===== src/design/ptsa_pkg.sv =====
// shared constants and types for the per-type slot allocator
`default_nettype none

package ptsa_pkg;

   localparam int MAX_SLOTS  = 128;
   localparam int POOL_COUNT = 3;
   localparam int CFG_COUNT  = 3;

   // pools that can be addressed: limited by both the pool count and the capacity registers
   localparam int NUM_POOLS = (POOL_COUNT < CFG_COUNT) ? POOL_COUNT : CFG_COUNT;
   localparam int POOL_W    = (NUM_POOLS > 1) ? $clog2(NUM_POOLS) : 1;
   localparam int CFG_IDX_W = (CFG_COUNT > 1) ? $clog2(CFG_COUNT) : 1;

   localparam int SLOT_W    = 7;
   localparam int TYPE_W    = 2;
   localparam int CAP_W     = 8;
   localparam int CSR_IDX_W = 2;

   localparam int PTR_W     = (MAX_SLOTS > 1) ? $clog2(MAX_SLOTS) : 1;
   localparam int CNT_W     = $clog2(MAX_SLOTS + 1);
   localparam int LIM_W     = (CNT_W > CAP_W) ? CNT_W : CAP_W;
   localparam int MEM_DEPTH = NUM_POOLS * MAX_SLOTS;
   localparam int ADDR_W    = (MEM_DEPTH > 1) ? $clog2(MEM_DEPTH) : 1;

   localparam logic [CAP_W-1:0] CAP_RESET [CFG_COUNT] = '{8'd12, 8'd128, 8'd1};

   typedef enum logic [1:0] {
      ST_OK        = 2'd0,
      ST_EXHAUSTED = 2'd1,
      ST_BAD_TYPE  = 2'd2,
      ST_LIST_FULL = 2'd3
   } status_type;

   typedef enum logic {
      ACT_ALLOC = 1'b0,
      ACT_FREE  = 1'b1
   } action_type;

endpackage

`default_nettype wire


===== src/design/per_type_slot_allocator_top.sv =====
// per-type slot allocator: fifo free lists in one memory plus bump counters per pool
// the result strobe rises in the cycle after the item is taken.
// throughput: one item per cycle; busy stays low, since each item touches a single
// free-list entry (read or write, never both) and pointers and counters sit in flops.
// the free-list memory read port is registered, and its output lines up with the result strobe.
// reset: synchronous, clears pointers, fill counts and bump counters and reloads the
// capacities; memory contents are not cleared, no entry is read before it is written.
`default_nettype none

module per_type_slot_allocator_top (
   input  wire logic                            clock,
   input  wire logic                            reset,
   input  wire logic                            start,
   output logic                                 busy,
   input  wire logic                            req_action,
   input  wire logic [ptsa_pkg::TYPE_W-1:0]     req_heap_type,
   input  wire logic [ptsa_pkg::SLOT_W-1:0]     req_slot_in,
   output logic                                 rsp_valid,
   output logic [ptsa_pkg::SLOT_W-1:0]          rsp_slot_out,
   output logic [1:0]                           rsp_status,
   input  wire logic                            csr_valid,
   output logic                                 csr_ready,
   input  wire logic [ptsa_pkg::CSR_IDX_W-1:0]  csr_index,
   input  wire logic [ptsa_pkg::CAP_W-1:0]      csr_wdata
);

   // configuration
   logic [ptsa_pkg::CAP_W-1:0] cap_ff [ptsa_pkg::CFG_COUNT];

   // per-pool control state
   logic [ptsa_pkg::CNT_W-1:0] bump_ff [ptsa_pkg::NUM_POOLS];
   logic [ptsa_pkg::CNT_W-1:0] bump_in [ptsa_pkg::NUM_POOLS];
   logic [ptsa_pkg::PTR_W-1:0] head_ff [ptsa_pkg::NUM_POOLS];
   logic [ptsa_pkg::PTR_W-1:0] head_in [ptsa_pkg::NUM_POOLS];
   logic [ptsa_pkg::PTR_W-1:0] tail_ff [ptsa_pkg::NUM_POOLS];
   logic [ptsa_pkg::PTR_W-1:0] tail_in [ptsa_pkg::NUM_POOLS];
   logic [ptsa_pkg::CNT_W-1:0] fill_ff [ptsa_pkg::NUM_POOLS];
   logic [ptsa_pkg::CNT_W-1:0] fill_in [ptsa_pkg::NUM_POOLS];

   // free-list memory
   logic [ptsa_pkg::SLOT_W-1:0] fq_mem [ptsa_pkg::MEM_DEPTH];
   logic [ptsa_pkg::SLOT_W-1:0] rd_data_ff;

   // response stage
   logic                        rsp_valid_ff;
   logic                        rsp_valid_in;
   logic                        rsp_from_mem_ff;
   logic                        rsp_from_mem_in;
   logic [ptsa_pkg::SLOT_W-1:0] rsp_slot_ff;
   logic [ptsa_pkg::SLOT_W-1:0] rsp_slot_in;
   ptsa_pkg::status_type        rsp_status_ff;
   ptsa_pkg::status_type        rsp_status_in;

   logic                         accept;
   logic                         pool_ok;
   logic [ptsa_pkg::POOL_W-1:0]  pool_sel;
   logic [ptsa_pkg::LIM_W-1:0]   cap_ext;
   logic [ptsa_pkg::LIM_W-1:0]   limit;
   logic [ptsa_pkg::ADDR_W-1:0]  pool_base;
   logic [ptsa_pkg::ADDR_W-1:0]  mem_addr;
   logic                         mem_rd;
   logic                         mem_wr;
   logic                         fill_over;
   logic                         bump_over;

   assign busy      = 1'b0;
   assign csr_ready = 1'b1;
   assign accept    = start && !busy;

   function automatic logic [ptsa_pkg::PTR_W-1:0] ptr_next(
      input logic [ptsa_pkg::PTR_W-1:0] ptr
   );
      logic [ptsa_pkg::PTR_W-1:0] nxt;
      if (ptr == ptsa_pkg::PTR_W'(ptsa_pkg::MAX_SLOTS - 1)) begin
         nxt = '0;
      end else begin
         nxt = ptr + 1'b1;
      end
      return nxt;
   endfunction

   always_comb begin
      pool_ok   = ({1'b0, req_heap_type} < (ptsa_pkg::TYPE_W + 1)'(ptsa_pkg::NUM_POOLS));
      pool_sel  = pool_ok ? ptsa_pkg::POOL_W'(req_heap_type) : '0;
      cap_ext   = ptsa_pkg::LIM_W'(cap_ff[ptsa_pkg::CFG_IDX_W'(pool_sel)]);
      limit     = (cap_ext < ptsa_pkg::LIM_W'(ptsa_pkg::MAX_SLOTS)) ?
                  cap_ext : ptsa_pkg::LIM_W'(ptsa_pkg::MAX_SLOTS);
      pool_base = ptsa_pkg::ADDR_W'(pool_sel) * ptsa_pkg::ADDR_W'(ptsa_pkg::MAX_SLOTS);

      bump_in         = bump_ff;
      head_in         = head_ff;
      tail_in         = tail_ff;
      fill_in         = fill_ff;
      mem_rd          = 1'b0;
      mem_wr          = 1'b0;
      mem_addr        = pool_base + ptsa_pkg::ADDR_W'(head_ff[pool_sel]);
      rsp_valid_in    = accept;
      rsp_from_mem_in = 1'b0;
      rsp_slot_in     = '0;
      rsp_status_in   = ptsa_pkg::ST_OK;

      if (accept) begin
         if (!pool_ok) begin
            rsp_status_in = ptsa_pkg::ST_BAD_TYPE;
         end else if (ptsa_pkg::action_type'(req_action) == ptsa_pkg::ACT_ALLOC) begin
            if (fill_ff[pool_sel] != '0) begin
               // oldest freed index comes out of the memory next cycle
               mem_rd            = 1'b1;
               rsp_from_mem_in   = 1'b1;
               head_in[pool_sel] = ptr_next(head_ff[pool_sel]);
               fill_in[pool_sel] = fill_ff[pool_sel] - 1'b1;
            end else if (ptsa_pkg::LIM_W'(bump_ff[pool_sel]) < limit) begin
               rsp_slot_in       = ptsa_pkg::SLOT_W'(bump_ff[pool_sel]);
               bump_in[pool_sel] = bump_ff[pool_sel] + 1'b1;
            end else begin
               rsp_status_in = ptsa_pkg::ST_EXHAUSTED;
            end
         end else begin
            if (fill_ff[pool_sel] >= ptsa_pkg::CNT_W'(ptsa_pkg::MAX_SLOTS)) begin
               rsp_status_in = ptsa_pkg::ST_LIST_FULL;
            end else begin
               mem_wr            = 1'b1;
               mem_addr          = pool_base + ptsa_pkg::ADDR_W'(tail_ff[pool_sel]);
               tail_in[pool_sel] = ptr_next(tail_ff[pool_sel]);
               fill_in[pool_sel] = fill_ff[pool_sel] + 1'b1;
            end
         end
      end
   end

   always_ff @(posedge clock) begin
      if (reset) begin
         for (int i = 0; i < ptsa_pkg::CFG_COUNT; i++) begin
            cap_ff[i] <= ptsa_pkg::CAP_RESET[i];
         end
         for (int i = 0; i < ptsa_pkg::NUM_POOLS; i++) begin
            bump_ff[i] <= '0;
            head_ff[i] <= '0;
            tail_ff[i] <= '0;
            fill_ff[i] <= '0;
         end
         rsp_valid_ff    <= 1'b0;
         rsp_from_mem_ff <= 1'b0;
      end else begin
         if (csr_valid && csr_ready &&
             ({1'b0, csr_index} < (ptsa_pkg::CSR_IDX_W + 1)'(ptsa_pkg::CFG_COUNT))) begin
            cap_ff[ptsa_pkg::CFG_IDX_W'(csr_index)] <= csr_wdata;
         end
         bump_ff         <= bump_in;
         head_ff         <= head_in;
         tail_ff         <= tail_in;
         fill_ff         <= fill_in;
         rsp_valid_ff    <= rsp_valid_in;
         rsp_from_mem_ff <= rsp_from_mem_in;
      end
   end

   always_ff @(posedge clock) begin
      rsp_slot_ff   <= rsp_slot_in;
      rsp_status_ff <= rsp_status_in;
   end

   // one access per item: either the read for an allocate or the write for a free
   always_ff @(posedge clock) begin
      if (mem_wr) begin
         fq_mem[mem_addr] <= req_slot_in;
      end
      if (mem_rd) begin
         rd_data_ff <= fq_mem[mem_addr];
      end
   end

   assign rsp_valid    = rsp_valid_ff;
   assign rsp_slot_out = rsp_from_mem_ff ? rd_data_ff : rsp_slot_ff;
   assign rsp_status   = rsp_status_ff;

   always_comb begin
      fill_over = 1'b0;
      bump_over = 1'b0;
      for (int i = 0; i < ptsa_pkg::NUM_POOLS; i++) begin
         if (fill_ff[i] > ptsa_pkg::CNT_W'(ptsa_pkg::MAX_SLOTS)) begin
            fill_over = 1'b1;
         end
         if (bump_ff[i] > ptsa_pkg::CNT_W'(ptsa_pkg::MAX_SLOTS)) begin
            bump_over = 1'b1;
         end
      end
   end

   a_rsp_follows_accept: assert property (@(posedge clock) disable iff (reset)
      accept |=> rsp_valid)
      else $error("accepted item produced no result strobe");

   a_no_rsp_without_accept: assert property (@(posedge clock) disable iff (reset)
      !accept |=> !rsp_valid)
      else $error("result strobe without an accepted item");

   a_fill_bounded: assert property (@(posedge clock) disable iff (reset)
      !fill_over)
      else $error("free list fill count above pool size");

   a_bump_bounded: assert property (@(posedge clock) disable iff (reset)
      !bump_over)
      else $error("bump counter above pool size");

   a_fail_slot_zero: assert property (@(posedge clock) disable iff (reset)
      (rsp_valid && rsp_status != ptsa_pkg::ST_OK) |-> (rsp_slot_out == '0))
      else $error("failed item returned a nonzero slot");

endmodule

`default_nettype wire


===== config.mk =====
export PLATFORM = sky130hd
export DESIGN_NAME = per_type_slot_allocator_top
export DESIGN_NICKNAME = d
export VERILOG_FILES = /design/src/design/ptsa_pkg.sv /design/src/design/per_type_slot_allocator_top.sv
export SDC_FILE = /design/constraint.sdc
export NUM_CORES = 2
export LEC_CHECK = 0
export BUFFER_PORTS_ARGS = -buffer_cell sky130_fd_sc_hd__buf_2
export CORE_MARGIN = 2
export CORE_UTILIZATION = 25
export CTS_CLUSTER_DIAMETER = 50
export DETAILED_ROUTE_END_ITERATION = 12
export PLACE_DENSITY_LB_ADDON = 0.15
export SLEW_MARGIN = 20
export SYNTH_ARGS = -nofsm -noshare
export SYNTH_HDL_FRONTEND = slang
export SYNTH_SLANG_ARGS = --single-unit
export TNS_END_PERCENT = 1

===== constraint.sdc =====
create_clock -name clock -period 4.5 [get_ports clock]
set_input_delay 0 -clock clock [delete_from_list [all_inputs] [get_ports clock]]
set_output_delay 0 -clock clock [all_outputs]
set_load 0.01 [all_outputs]

==> impl_metrics.csv <==
group,metric,value,unit
routing,drt_iter0_markers,6308,
critical_path,worstPathRequired,5.22,ns
synth,async_flop_share,0,
critical_path,reg2reg_depth,14,
critical_path,cp-end-kind,"register",
synth,ys_warn_count,0,
sta,hold_viol,0,
pwr,comb_power_share,0.037,
sta,setup_tns,0,ns
pwr,p_per_area,439.7,mW/mm2
pwr,seqPwrFrac,0.470,
placed_design,dp_cells,12900,
grt,grt_max_degree,138,
critical_path,r2r_slack,0.03,ns
critical_path,crit_type,"reg -> reg",
pwr,intPower,47.74,mW
routing,post_drt_via_cell_ratio,4.698,
critical_path,start_kind,"register",
flow_run,max_cap_viol_count,1,
grt,antenna_found_initial,36,
critical_path,critPathLaunch,"fill_ff[7]",
synth,synth_mux_area_frac,0.1239,
synth,synth_compound_area_frac,0.03557,
routing,vias,64060,
cells_and_area,fin_cells,13640,
routing,ant_nets,0,
sta,worstMarginPinSlew,1.474,ns
routing,post_drt_wl_per_cell,28.76,um
sta,rsz0062_at_grt,"true",
placed_design,gp_congestion,0.8048,
pwr,power.leakage,46.47,nW
cells_and_area,drive_gt1_frac,0.2951,
outcome,violations,"max-capacitance violations",
critical_path,cp.arrival,5.19,ns
synth,syn-cell-area,0.1114,mm2
synth,yosys_most_used_dff,"edfxtp_1",
grt,grt_pass1_vias,65700,
routing,wirelength,392200,um
clocking,clock_latency,0.99,ns
sta,max_freq,223.6,MHz
die,coreArea,0.4445,mm2
cells_and_area,area_delta_synth_final,25.71,%
pwr,clkPwrFrac,0.493,
critical_path,r2r-end,"rd_data_ff[6]",
cells_and_area,fill_cells,43430,
clocking,cts.htree.levels,5,
sta,fin_hold_ws,0.1598,ns
synth,ys_seq_area_frac,0.7535,
pwr,power,61.56,mW
synth,synth_fa_ha_area_frac,0.001798,
critical_path,worst_path_largest_cell_delay,0.54,ns
synth,yosys-top-cells-area,"edfxtp_1 74%, mux4_2 11%, nand2_1 2.5%",
routing,drcViolationCount,0,
critical_path,cp_max_fo,15,
synth,netlist_instances,6298,
grt,grt_usage,0.1700,
clocking,cts_buffers,372,
clocking,cts_root_buf,"clkbuf_16",
pwr,p_sw_frac,0.2245,
sta,setup_ws,0.02731,ns
synth,synth_cell_types,74,
die,initial_core_util,0.2506,
critical_path,crit_chain,"mux2i_4 -> o211ai_2 -> buf_4 -> nor3_1 -> nor2_4 -> nor2_2 -> buf_4 -> a32oi_1 -> o22ai_1 -> nor4_2 -> buf_4 -> nor3b_1 -> buf_4 -> a211o_1",
sta,slew_headroom,0.01046,
clocking,clockBufferDepth,4,
pwr,max-vdd-ir-drop,0.2917,mV
placed_design,post-place-ws,-0.7699,ns
critical_path,slowest_stage,"o211ai_2",
synth,synth_top_family_by_area,"multiplexers",
synth,synth_seq_cells,2828,
synth,synth_top_area_cell,"edfxtp_1",
sta,slew_violations,0,
die,die_h,671.4,um
sta,layout_min_cycle_time,4.473,ns
placed_design,port_buffers,33,
grt,globalRouteOverflowTotal,0,
die,die_w,671.4,um
critical_path,r2r_start,"fill_ff[7]",
synth,synth_edf_count,2727,
min_path,hp-class,"in -> reg",
placed_design,place_hpwl,253300,um
synth,yosysTopAreaCellShare,0.7353,
sta,finalSetupViolations,0,
critical_path,endpoint,"rd_data_ff[6]",
pwr,switching_power,13.82,mW
routing,drt_pass1_iterations,7,
sta,fin_crit_sh,0.9939,
outcome,status,"finished with violations",
cells_and_area,nets,7434,
sta,fin_skew,0.06288,ns
die,top_level_ports,36,
grt,grt_pass1_wl,543600,um
critical_path,cpMostUsedCell,"buf_4",
clocking,clk_pin_slew,0.06,ns
synth,synth_simple_gate_area_frac,0.06460,
die,row_count,245,
die,dieArea,0.4508,mm2
clocking,cts_tree,"yes",
synth,avgSynthCellArea,17.68,um2
clocking,cts_sinks,2828,
synth,synth-xor-area-share,0.001730,
## layer usage
metal	wire [um]	global-route usage	vias to the layer above
li1	-	-	27270
met5	57	0	-
met2	183900	0.2753	1877
met4	8050	0.03628	10
met1	180000	0.2433	34480
met3	20240	0.02279	421
## sequential cells by signal, indices dropped and copies added (netlist names), named ones only
signal / cells
rd_data_ff: 7
cap_ff: 32
rsp_from_mem_ff: 1
rsp_slot_ff: 7
head_ff: 21
fill_ff: 21
bump_ff: 24
fq_mem: 2688
tail_ff: 21
rsp_valid: 1
rsp_status: 2
## synthesized netlist by cell type, types with 37 or more instances
library cell  count
edfxtp_1       2727
dfxtp_1         101
o22ai_1          54
buf_1            42
nand3_1         222
buf_6            37
a22oi_1         111
mux2i_1         183
a21oi_1         220
buf_2            99
nor2_1          535
nand4_1          37
clkbuf_1        163
mux4_2          522
buf_4            50
nand2_1         750
## power by group through the flow
stage	Combinational (mW)	Sequential (mW)	Clock (mW)
floorplan	0.915	29.5	0
finish	2.28	28.9	30.4
detailed placement	2.27	29.5	0
global route	2.43	28.9	32.0
global placement	2.24	29.5	0
CTS	2.31	28.9	31.0
## final cells by class
| type | instances | area (um2) | share of cell area |
|---|---|---|---|
| Timing Repair Buffer | 1105 | 10000 | 0.07142 |
| Tap cell | 5928 | 7417 | 0.05298 |
| Antenna cell | 5 | 12.51 | 0.00008937 |
| Inverter | 13 | 48.80 | 0.0003485 |
| Clock inverter | 265 | 3063 | 0.02188 |
| Multi-Input combinational cell | 3074 | 25920 | 0.1852 |
| Sequential cell | 2828 | 83910 | 0.5993 |
| Clock buffer | 418 | 9630 | 0.06879 |
## repair_timing
action,CTS,global route
hold buffers,43,0
hold endpoints to repair,1683,0
setup buffers,2,0
gates cloned,0,1
endpoints found under the setup margin,7,6
pin swaps,4,4
gates resized for setup,18,8
## critical path, delay by kind of cell (launching register included)
family / cells / cell delay (ns)
and+or+nand+nor: 5 / 1.53
AOI/OAI and AO/OA: 4 / 1.21
buffers and inverters: 4 / 0.94
DFF: 1 / 0.39
muxes: 1 / 0.11
## per-stage QoR
step	instance area (um2)	util
2_1_floorplan	111400	-
3_3_place_gp	126700	0.2850
3_5_place_dp	126700	0.2850
4_1_cts	139900	0.3148
5_1_grt	140000	0.3150
6_report	140000	0.3150
## how the worst min path moves through the flow
stage,from,end,depth (start not counted)
floorplan,csr_wdata[0],cap_ff[3][0],0
global placement,csr_wdata[6],cap_ff[3][6],1
detailed placement,csr_wdata[1],cap_ff[3][1],1
CTS,req_slot_in[4],fq_mem[333][4],2
global route,req_slot_in[4],fq_mem[332][4],2
finish,req_slot_in[1],fq_mem[181][1],2
## kinds of logic after synthesis
logic type | after synthesis
XOR/XNOR | 22
multiplexers | 723
other | 2
AND/OR/NAND/NOR | 1704
AO/OA/AOI/OAI | 599
buffers and inverters | 404
flip-flops | 2828
adder cells (fa/ha/maj) | 16
## cells in the final DEF, fill, tap and decap left out, drive strengths merged, types with 13 or more instances in the layout
cell type / n
nand2: 750
dfxtp: 101
dlygate4sd3: 43
o211ai: 14
or4: 17
and2: 27
a31oi: 29
bufinv: 42
mux4: 522
o21ai: 26
nor4: 19
mux2i: 185
a22oi: 111
inv: 61
buf: 1061
edfxtp: 2727
nor3: 27
nand3: 223
a32oi: 34
o22ai: 54
clkbuf: 419
ha: 16
nor2: 536
mux2: 16
and3: 33
a21oi: 220
a211oi: 14
nand4: 37
a311oi: 17
clkinv: 136
xor2: 13
clkinvlp: 39
Power figures use the tool's default switching activity.
